<file path="src/sv/vvjsl_pkg.sv">
// Shared types and constants of the vertical velocity jerk slew limiter.
package vvjsl_pkg;

  localparam int unsigned IN_W   = 80;
  localparam int unsigned OUT_W  = 24;
  localparam int unsigned CFG_W  = 26;

  localparam logic [22:0] ACCEL_UP_RESET   = 23'd196608;
  localparam logic [22:0] ACCEL_DOWN_RESET = 23'd65536;
  localparam logic [25:0] JERK_RESET       = 26'd65536;
  localparam logic signed [23:0] VEL_LIMIT = 24'sd6553600;

  typedef logic [1:0] cfg_idx_t;

  typedef enum logic [1:0] {
    CFG_ACCEL_UP_MAX   = 2'd0,
    CFG_ACCEL_DOWN_MAX = 2'd1,
    CFG_JERK_LIMIT     = 2'd2
  } cfg_reg_t;

  typedef struct packed {
    logic load;
    logic mul_a;
    logic upd_lim;
    logic mul_b;
    logic slew;
  } cmd_t;

endpackage

</file>
<file path="src/sv/vvjsl_ctrl.sv">
// Sequencing state machine of the vertical velocity jerk slew limiter.
module vvjsl_ctrl (
  input  logic               clk,
  input  logic               rst,
  input  logic               s_tvalid,
  output logic               s_tready,
  output logic               m_tvalid,
  input  logic               m_tready,
  output vvjsl_pkg::cmd_t    cmd
);
  import vvjsl_pkg::*;

  typedef enum logic [2:0] {
    IDLE,
    MUL_A,
    LIMIT,
    MUL_B,
    SLEW
  } state_t;

  state_t state;

  assign s_tready = (state == IDLE) && !rst;

  always_comb begin
    cmd         = '0;
    cmd.load    = s_tvalid && s_tready;
    cmd.mul_a   = (state == MUL_A);
    cmd.upd_lim = (state == LIMIT);
    cmd.mul_b   = (state == MUL_B);
    cmd.slew    = (state == SLEW) && (!m_tvalid || m_tready);
  end

  always_ff @(posedge clk) begin
    if (rst) begin
      state    <= IDLE;
      m_tvalid <= 1'b0;
    end else begin
      case (state)
        IDLE:    if (cmd.load) state <= MUL_A;
        MUL_A:   state <= LIMIT;
        LIMIT:   state <= MUL_B;
        MUL_B:   state <= SLEW;
        SLEW:    if (cmd.slew) state <= IDLE;
        default: state <= IDLE;
      endcase
      if (cmd.slew) begin
        m_tvalid <= 1'b1;
      end else if (m_tready) begin
        m_tvalid <= 1'b0;
      end
    end
  end

endmodule

</file>
<file path="src/sv/vvjsl_dp.sv">
// Datapath of the vertical velocity jerk slew limiter with one shared multiplier.
module vvjsl_dp (
  input  logic                        clk,
  input  logic                        rst,
  input  vvjsl_pkg::cmd_t             cmd,
  input  logic [vvjsl_pkg::IN_W-1:0]  in_data,
  output logic [vvjsl_pkg::OUT_W-1:0] out_data,
  input  logic                        cfg_we,
  input  vvjsl_pkg::cfg_idx_t         cfg_addr,
  input  logic [vvjsl_pkg::CFG_W-1:0] cfg_data
);
  import vvjsl_pkg::*;

  localparam logic signed [26:0] VMAX = 27'(VEL_LIMIT);
  localparam logic signed [26:0] VMIN = -VMAX;

  logic [22:0]        up;
  logic [22:0]        down;
  logic [25:0]        jerk;
  logic signed [23:0] req;
  logic signed [15:0] stick;
  logic signed [23:0] meas;
  logic [15:0]        dt;
  logic signed [23:0] prev;
  logic [24:0]        limit;
  logic               brk;
  logic [41:0]        prod;
  logic signed [23:0] vout;

  logic               braking;
  logic               neg;
  logic [15:0]        mag;
  logic               up_lt_down;
  logic [22:0]        absdiff;
  logic [25:0]        op_a;
  logic [15:0]        op_b;
  logic [41:0]        mul_out;
  logic signed [26:0] gap;
  logic               gap_pos;
  logic [41:0]        gap_sh;
  logic [26:0]        ramp;
  logic [27:0]        q;
  logic signed [29:0] interp;
  logic [24:0]        limit_next;
  logic signed [24:0] d;
  logic [24:0]        ad;
  logic [41:0]        ad_sh;
  logic [24:0]        step;
  logic signed [26:0] pv;
  logic signed [26:0] v_raw;
  logic signed [23:0] v_sat;

  assign braking    = (stick == 16'sd0);
  assign neg        = stick[15];
  assign mag        = neg ? 16'(-stick) : 16'(stick);
  assign up_lt_down = (up < down);
  assign absdiff    = up_lt_down ? (down - up) : (up - down);

  always_comb begin
    if (cmd.mul_b) begin
      op_a = {1'b0, limit};
      op_b = dt;
    end else if (braking) begin
      op_a = jerk;
      op_b = dt;
    end else begin
      op_a = neg ? {3'b000, absdiff} : 26'd0;
      op_b = mag;
    end
  end

  assign mul_out = 42'(op_a) * 42'(op_b);

  assign gap     = $signed({4'b0000, up}) - $signed({2'b00, limit});
  assign gap_pos = !gap[26] && (gap != 27'sd0);
  assign gap_sh  = {gap[25:0], 16'h0000};
  assign ramp    = {2'b00, limit} + {1'b0, prod[41:16]};
  assign q       = prod[41:14];

  always_comb begin
    if (neg && up_lt_down) begin
      interp = $signed({7'd0, down}) - $signed({2'b00, q});
    end else begin
      interp = $signed({7'd0, down}) + $signed({2'b00, q});
    end
    if (braking) begin
      limit_next = (gap_pos && (gap_sh > prod)) ? ramp[24:0] : {2'b00, up};
    end else begin
      limit_next = interp[29] ? 25'd0 : interp[24:0];
    end
  end

  assign d     = $signed({req[23], req}) - $signed({prev[23], prev});
  assign ad    = d[24] ? 25'(-d) : 25'(d);
  assign ad_sh = {1'b0, ad, 16'h0000};
  assign step  = prod[40:16];

  always_comb begin
    if (d[24]) begin
      pv = 27'(prev) - $signed({2'b00, step});
    end else begin
      pv = 27'(prev) + $signed({2'b00, step});
    end
    v_raw = ((dt != 16'd0) && (ad_sh > prod)) ? pv : 27'(req);
    if (v_raw > VMAX) begin
      v_sat = VEL_LIMIT;
    end else if (v_raw < VMIN) begin
      v_sat = -VEL_LIMIT;
    end else begin
      v_sat = v_raw[23:0];
    end
  end

  always_ff @(posedge clk) begin
    if (rst) begin
      up    <= ACCEL_UP_RESET;
      down  <= ACCEL_DOWN_RESET;
      jerk  <= JERK_RESET;
      prev  <= 24'sd0;
      limit <= {2'b00, ACCEL_UP_RESET};
      brk   <= 1'b0;
    end else begin
      if (cfg_we) begin
        case (cfg_addr)
          CFG_ACCEL_UP_MAX:   up   <= cfg_data[22:0];
          CFG_ACCEL_DOWN_MAX: down <= cfg_data[22:0];
          CFG_JERK_LIMIT:     jerk <= cfg_data;
          default: ;
        endcase
      end
      if (cmd.mul_a && braking && !brk) begin
        limit <= {2'b00, down};
        prev  <= meas;
      end
      if (cmd.upd_lim) begin
        limit <= limit_next;
        brk   <= braking;
      end
      if (cmd.slew) begin
        prev <= v_sat;
      end
    end
  end

  always_ff @(posedge clk) begin
    if (cmd.load) begin
      req   <= in_data[23:0];
      stick <= in_data[39:24];
      meas  <= in_data[63:40];
      dt    <= in_data[79:64];
    end
    if (cmd.mul_a || cmd.mul_b) begin
      prod <= mul_out;
    end
    if (cmd.slew) begin
      vout <= v_sat;
    end
  end

  assign out_data = vout;

endmodule

</file>
<file path="src/sv/vertical_velocity_jerk_slew_limiter.sv">
// Top level of the vertical velocity jerk slew limiter.
//
// One input beat per control tick on the s_ side carries the requested velocity,
// the stick deflection, the measured velocity and the time step. One output beat
// on the m_ side carries the limited velocity setpoint for that tick.
// After a beat is accepted the block works on it in order: one product on the
// shared multiplier, the limit update, a second product on the same multiplier and
// the slew and saturation step, which registers the result. A new beat is taken
// only once the block is back in idle, so beats are never overlapped.
// The two chained multiplications share the single multiplier.
// The output register holds a result until it is taken. While it is full and the
// receiver stalls, the block finishes the next tick up to the slew step and waits.
// The configuration port writes one register per cycle at cfg_addr when cfg_we is
// high. The user must use it only while the block is idle; it is not enforced.
// Synchronous reset restores the register defaults, clears the previous setpoint and
// the brake flag, sets the limit to the up maximum and empties the output register.
module vertical_velocity_jerk_slew_limiter (
  input  logic                        clk,
  input  logic                        rst,
  input  logic                        s_tvalid,
  output logic                        s_tready,
  // velocity_request[23:0], stick_position[39:24], measured_velocity[63:40],
  // time_step[79:64]
  input  logic [vvjsl_pkg::IN_W-1:0]  s_tdata,
  output logic                        m_tvalid,
  input  logic                        m_tready,
  // velocity_limited[23:0]
  output logic [vvjsl_pkg::OUT_W-1:0] m_tdata,
  input  logic                        cfg_we,
  input  vvjsl_pkg::cfg_idx_t         cfg_addr,
  input  logic [vvjsl_pkg::CFG_W-1:0] cfg_data
);
  import vvjsl_pkg::*;

  cmd_t cmd;

  vvjsl_ctrl u_ctrl (
    .clk      (clk),
    .rst      (rst),
    .s_tvalid (s_tvalid),
    .s_tready (s_tready),
    .m_tvalid (m_tvalid),
    .m_tready (m_tready),
    .cmd      (cmd)
  );

  vvjsl_dp u_dp (
    .clk      (clk),
    .rst      (rst),
    .cmd      (cmd),
    .in_data  (s_tdata),
    .out_data (m_tdata),
    .cfg_we   (cfg_we),
    .cfg_addr (cfg_addr),
    .cfg_data (cfg_data)
  );

endmodule

</file>
<file path="config.mk">
export PLATFORM = sky130hd
export DESIGN_NAME = vertical_velocity_jerk_slew_limiter
export DESIGN_NICKNAME = d
export VERILOG_FILES = /design/src/sv/vvjsl_pkg.sv /design/src/sv/vvjsl_ctrl.sv /design/src/sv/vvjsl_dp.sv /design/src/sv/vertical_velocity_jerk_slew_limiter.sv
export SDC_FILE = /design/constraint.sdc
export NUM_CORES = 2
export LEC_CHECK = 0
export BUFFER_PORTS_ARGS = -buffer_cell sky130_fd_sc_hd__buf_2
export CORE_MARGIN = 4
export CORE_UTILIZATION = 40
export DETAILED_ROUTE_END_ITERATION = 8
export GPL_ROUTABILITY_DRIVEN = 0
export PLACE_DENSITY = 0.6
export SLEW_MARGIN = 30
export SYNTH_ARGS = -nofsm -noshare
export SYNTH_HDL_FRONTEND = slang
export SYNTH_SLANG_ARGS = --single-unit
</file>
<file path="constraint.sdc">
create_clock -name clk -period 23.3 [get_ports clk]
set_clock_uncertainty 0.1 [all_clocks]
set_input_delay 4.66 -clock clk [delete_from_list [all_inputs] [get_ports clk]]
set_output_delay 4.66 -clock clk [all_outputs]
set_load 0.01 [all_outputs]
</file>
==> key figures <==
GRT
  – GRT Util Overall: approximately a quarter
  – Number of global-route vias before repair: between 30000 and 40000
  – First-pass GRT wire length: roughly 180000 um
  – Initial antenna violation count: 1
  – Global route overflow: 0
  – Largest net degree at the start of global routing: 80

Placement
  – Cell Area, Placed: ~38000 sq um
  – DP Wirelength: roughly 96000 um
  – IO Port Bufs: ~140

CTS
  – Worst-Skew Late Latency: 560 ps
  – CTS resizes: 0
  – Post CTS Setup Buffer Count: 0
  – Root Driver: clkbuf_16
  – CTS Hold Buffers Added: 0
  – Clock buffer depth: 3
  – H-tree lvl count: 2
  – CTS Buf Count: 35
  – CTS tree: done
  – Clk sinks: 272
  – Register clock-pin slew on the reported worst setup and hold paths: approximately 60 ps

Layout
  – Area occupied by multi-input gates: 26700 sq um
  – Cell area after layout: a little under 40000 sq um
  – Register area: 6910 sq um
  – Net count reported at finish: a little over 5000
  – Fillers: 8982
  – Share of cells above drive strength 1: under 10%
  – Area delta synth->final: 8.39%

Die
  – Die height: ~310 um
  – Die width: around 310 um
  – Core area: ~90000 sq um
  – Row count: 110
  – DIE AREA: ~96000 sq um
  – Initial core utilization: 40.4%
  – IO Count: 139

Power and ir drop
  – Combinational share of power: between 70% and 80%
  – Seq pwr share: between 10 and 15%
  – Pwr Density: between 100 and 150 nW/um^2
  – Switch share: between 50% and 60%
  – Switching pwr: 2.83 mW
  – Clock power share: under 10%
  – Internal power: roughly 2.7 mW
  – VDD IR-drop max: approximately 0.20 mV
  – Static leakage: about 18 nW

Setup path
  – Worst EP required: 23590 ps
  – CP endpoint kind: register
  – CP Class: reg -> reg
  – Critical path's largest stage delay: 720 ps
  – Type of origin of the critical path: register
  – Crit path DAT: about 11000 ps
  – Slowest stage cell, crit path: a221oi_4
  – Cell repeated most along the worst path: fa_1
  – CP max FO: 30

Timing
  – Final setup fails: 0
  – Pins over their slew limit: 0
  – Final worst path period share: 45.9%
  – Crit path time final: between 10000 and 15000 ps
  – Final Hold Viols: 0
  – Max frequency: roughly 93 MHz
  – Worst slew margin: a little under a third
  – Unrepaired setup endpoints after global routing: false
  – Setup_tns: 0 ps
  – Worst-Margin Slew: approximately 1000 ps

Synthesis
  – Yosys top cell area share: a little under a fifth
  – Number of synthesized flops with an enable pin: between 100 and 150
  – Average instance area after synthesis: about 8.5 sq um
  – Prevailing post-synth register cell: edfxtp_1
  – Post-synthesis sequential area ratio: between 10% and 20%
  – Post-synth top area cell: fa_1
  – Syn. warnings: 0
  – Post-Synthesis Cells: 4291
  – Synthesized net count: between 5000 and 6000
  – Fraction of registers with async set/reset: 0%
  – Flops & latches, synth: approximately 270
  – Synth area leaders: fa_1 19%, ha_1 12%, edfxtp_1 12%
  – Synth cell types: about 110
  – Synthesized area: between 30000 and 40000 sq um

Route
  – Metal3 WL: 9790 um
  – Final ANT Viol Nets: 0
  – Drc violations: 0
  – Vias/cell: 5.74
  – Uppermost layer routed: met5
  – Routed WL: about 120000 um
  – M1 WL: 50600 um
  – Via count: around 32000
  – Routed wire length per instance: between 20 and 25 um
  – Met2 Wirelength: around 55000 um
  – DR iter-0 viols: ~2800
  – Pre-Repair DR Iteration Count: 5

Worst hold path
  – Hold Path Class: reg -> reg

Run
  – Max cap viols: 0

Status
  – Status: finished clean
-- cell usage in the layout, fill, tap and decap left out, types with 29 or more instances in the layout --
master	netlist	layout
a211oi_1	33	31
a21o_1	108	108
a21oi_1	349	346
a31oi_1	45	44
and2_1	53	50
buf_2	49	137
buf_4	9	57
clkbuf_16	0	35
dfxtp_1	126	126
edfxtp_1	146	146
fa_1	342	342
ha_1	356	356
inv_1	557	556
mux2i_1	37	36
nand2_1	465	464
nand2b_1	36	36
nand3_1	81	81
nor2_1	330	328
nor2b_1	43	42
nor3_1	81	81
o211ai_1	31	31
o21a_1	29	29
o21ai_0	133	130
o31ai_1	32	31
or3_1	37	37
xnor2_1	140	140
xor2_1	67	67
-- power groups by stage --
stage / Sequential (mW) / Clock, mW / Combinational (mW)
2_1_floorplan: 0.749 / 0 / 3.16
3_3_place_gp: 0.807 / 0 / 4.14
3_5_place_dp: 0.807 / 0 / 4.16
4_1_cts: 0.797 / 0.553 / 4.20
5_1_grt: 0.803 / 0.570 / 4.78
6_report: 0.802 / 0.539 / 4.22
-- metal layers --
metal | GRT usage, % | vias to the layer above
met1 | 33.1 | 15492
met4 | 8.94 | 2
met2 | 40.8 | 1299
met5 | 0 | -
met3 | 4.39 | 256
li1 | - | 14835
-- through the flow --
step           hold slack [ps]  power, mW  setup WS, ps  instances  util, %
4_1_cts                    355       5.55         12670       5550     43.7
3_5_place_dp               346       4.97         12640       5488     42.5
6_report                   355       5.56         12600       5552     43.8
3_3_place_gp               341       4.94         12440       5486     42.4
2_1_floorplan              332       3.91         13120       4291        -
5_1_grt                    372       6.16         12150       5551     43.8
-- critical path, delay by kind of cell, from the launching register on --
family	cells	cell delay, ps
AOI/OAI and AO/OA	14	4060
adders and majority gates	8	3650
and+or+nand+nor	6	1250
DFF	1	610
muxes	1	390
buffers and inverters	4	320
xor gates and xnor gates	1	150
-- cell families (layout without fill, tap and decap cells) --
logic type      count (synthesis)  in the layout  synth area share [%]
fa+ha+maj                     698            698                  31.1
simple gates                 1291           1291                  16.7
compound gates               1036           1036                  18.9
buf+inv                       736            820                  7.98
mux                            50             50                  1.42
xor+xnor                      208            208                  5.04
flops                         272            272                  19.0
other cells                     0              1                     0
-- sequential cells by signal, summed over array words and instances, names as in the netlist --
name             count
u_dp.brk             1
u_dp.stick          16
u_dp.req            24
u_dp.prev           24
u_dp.out_data       24
u_dp.prod           42
u_dp.limit          25
u_dp.up             23
u_dp.meas           24
u_ctrl.state         3
u_dp.jerk           26
u_dp.down           23
u_ctrl.m_tvalid      1
u_dp.dt             16
-- cells in the mapped netlist (all sizes together) (32+ instances only) --
cell type  number
inv           561
nand2         466
ha            356
a21oi         352
fa            342
nor2          331
o21ai         153
edfxtp        146
xnor2         140
dfxtp         126
a21o          108
clkbuf        103
nor3           83
nand3          82
buf            71
xor2           67
and2           54
a31oi          45
nor2b          43
or3            38
mux2i          37
nand2b         36
a211oi         35
o31ai          32
-- area by class of cell --
class | count | share of cell area [%]
Multi-Input combinational cell | 3283 | 67.6
Sequential cell | 272 | 17.5
Inverter | 562 | 5.35
Tap cell | 1176 | 3.73
Timing Repair Buffer | 196 | 2.92
Clock buffer | 41 | 2.33
Clock inverter | 21 | 0.523
Antenna cell | 1 | 0.00634
-- path summary, 6_finish.rpt --
| check | start | to | slack, ps | cells past startpoint |
|---|---|---|---|---|
| setup reg to reg | u_dp.down[1]$_SDFFE_PP0P_ | u_dp.prod[41]$_DFFE_PP_ | 12600 | 34 |
| hold reg to reg | u_dp.jerk[17]$_SDFFE_PP0P_ | u_dp.jerk[17]$_SDFFE_PP0P_ | 350 | 2 |
| hold / removal | u_dp.jerk[17]$_SDFFE_PP0P_ | u_dp.jerk[17]$_SDFFE_PP0P_ | 350 | 2 |
| setup / recovery | u_dp.down[1]$_SDFFE_PP0P_ | u_dp.prod[41]$_DFFE_PP_ | 12600 | 34 |
No activity file was read; power rests on OpenSTA's default activity.
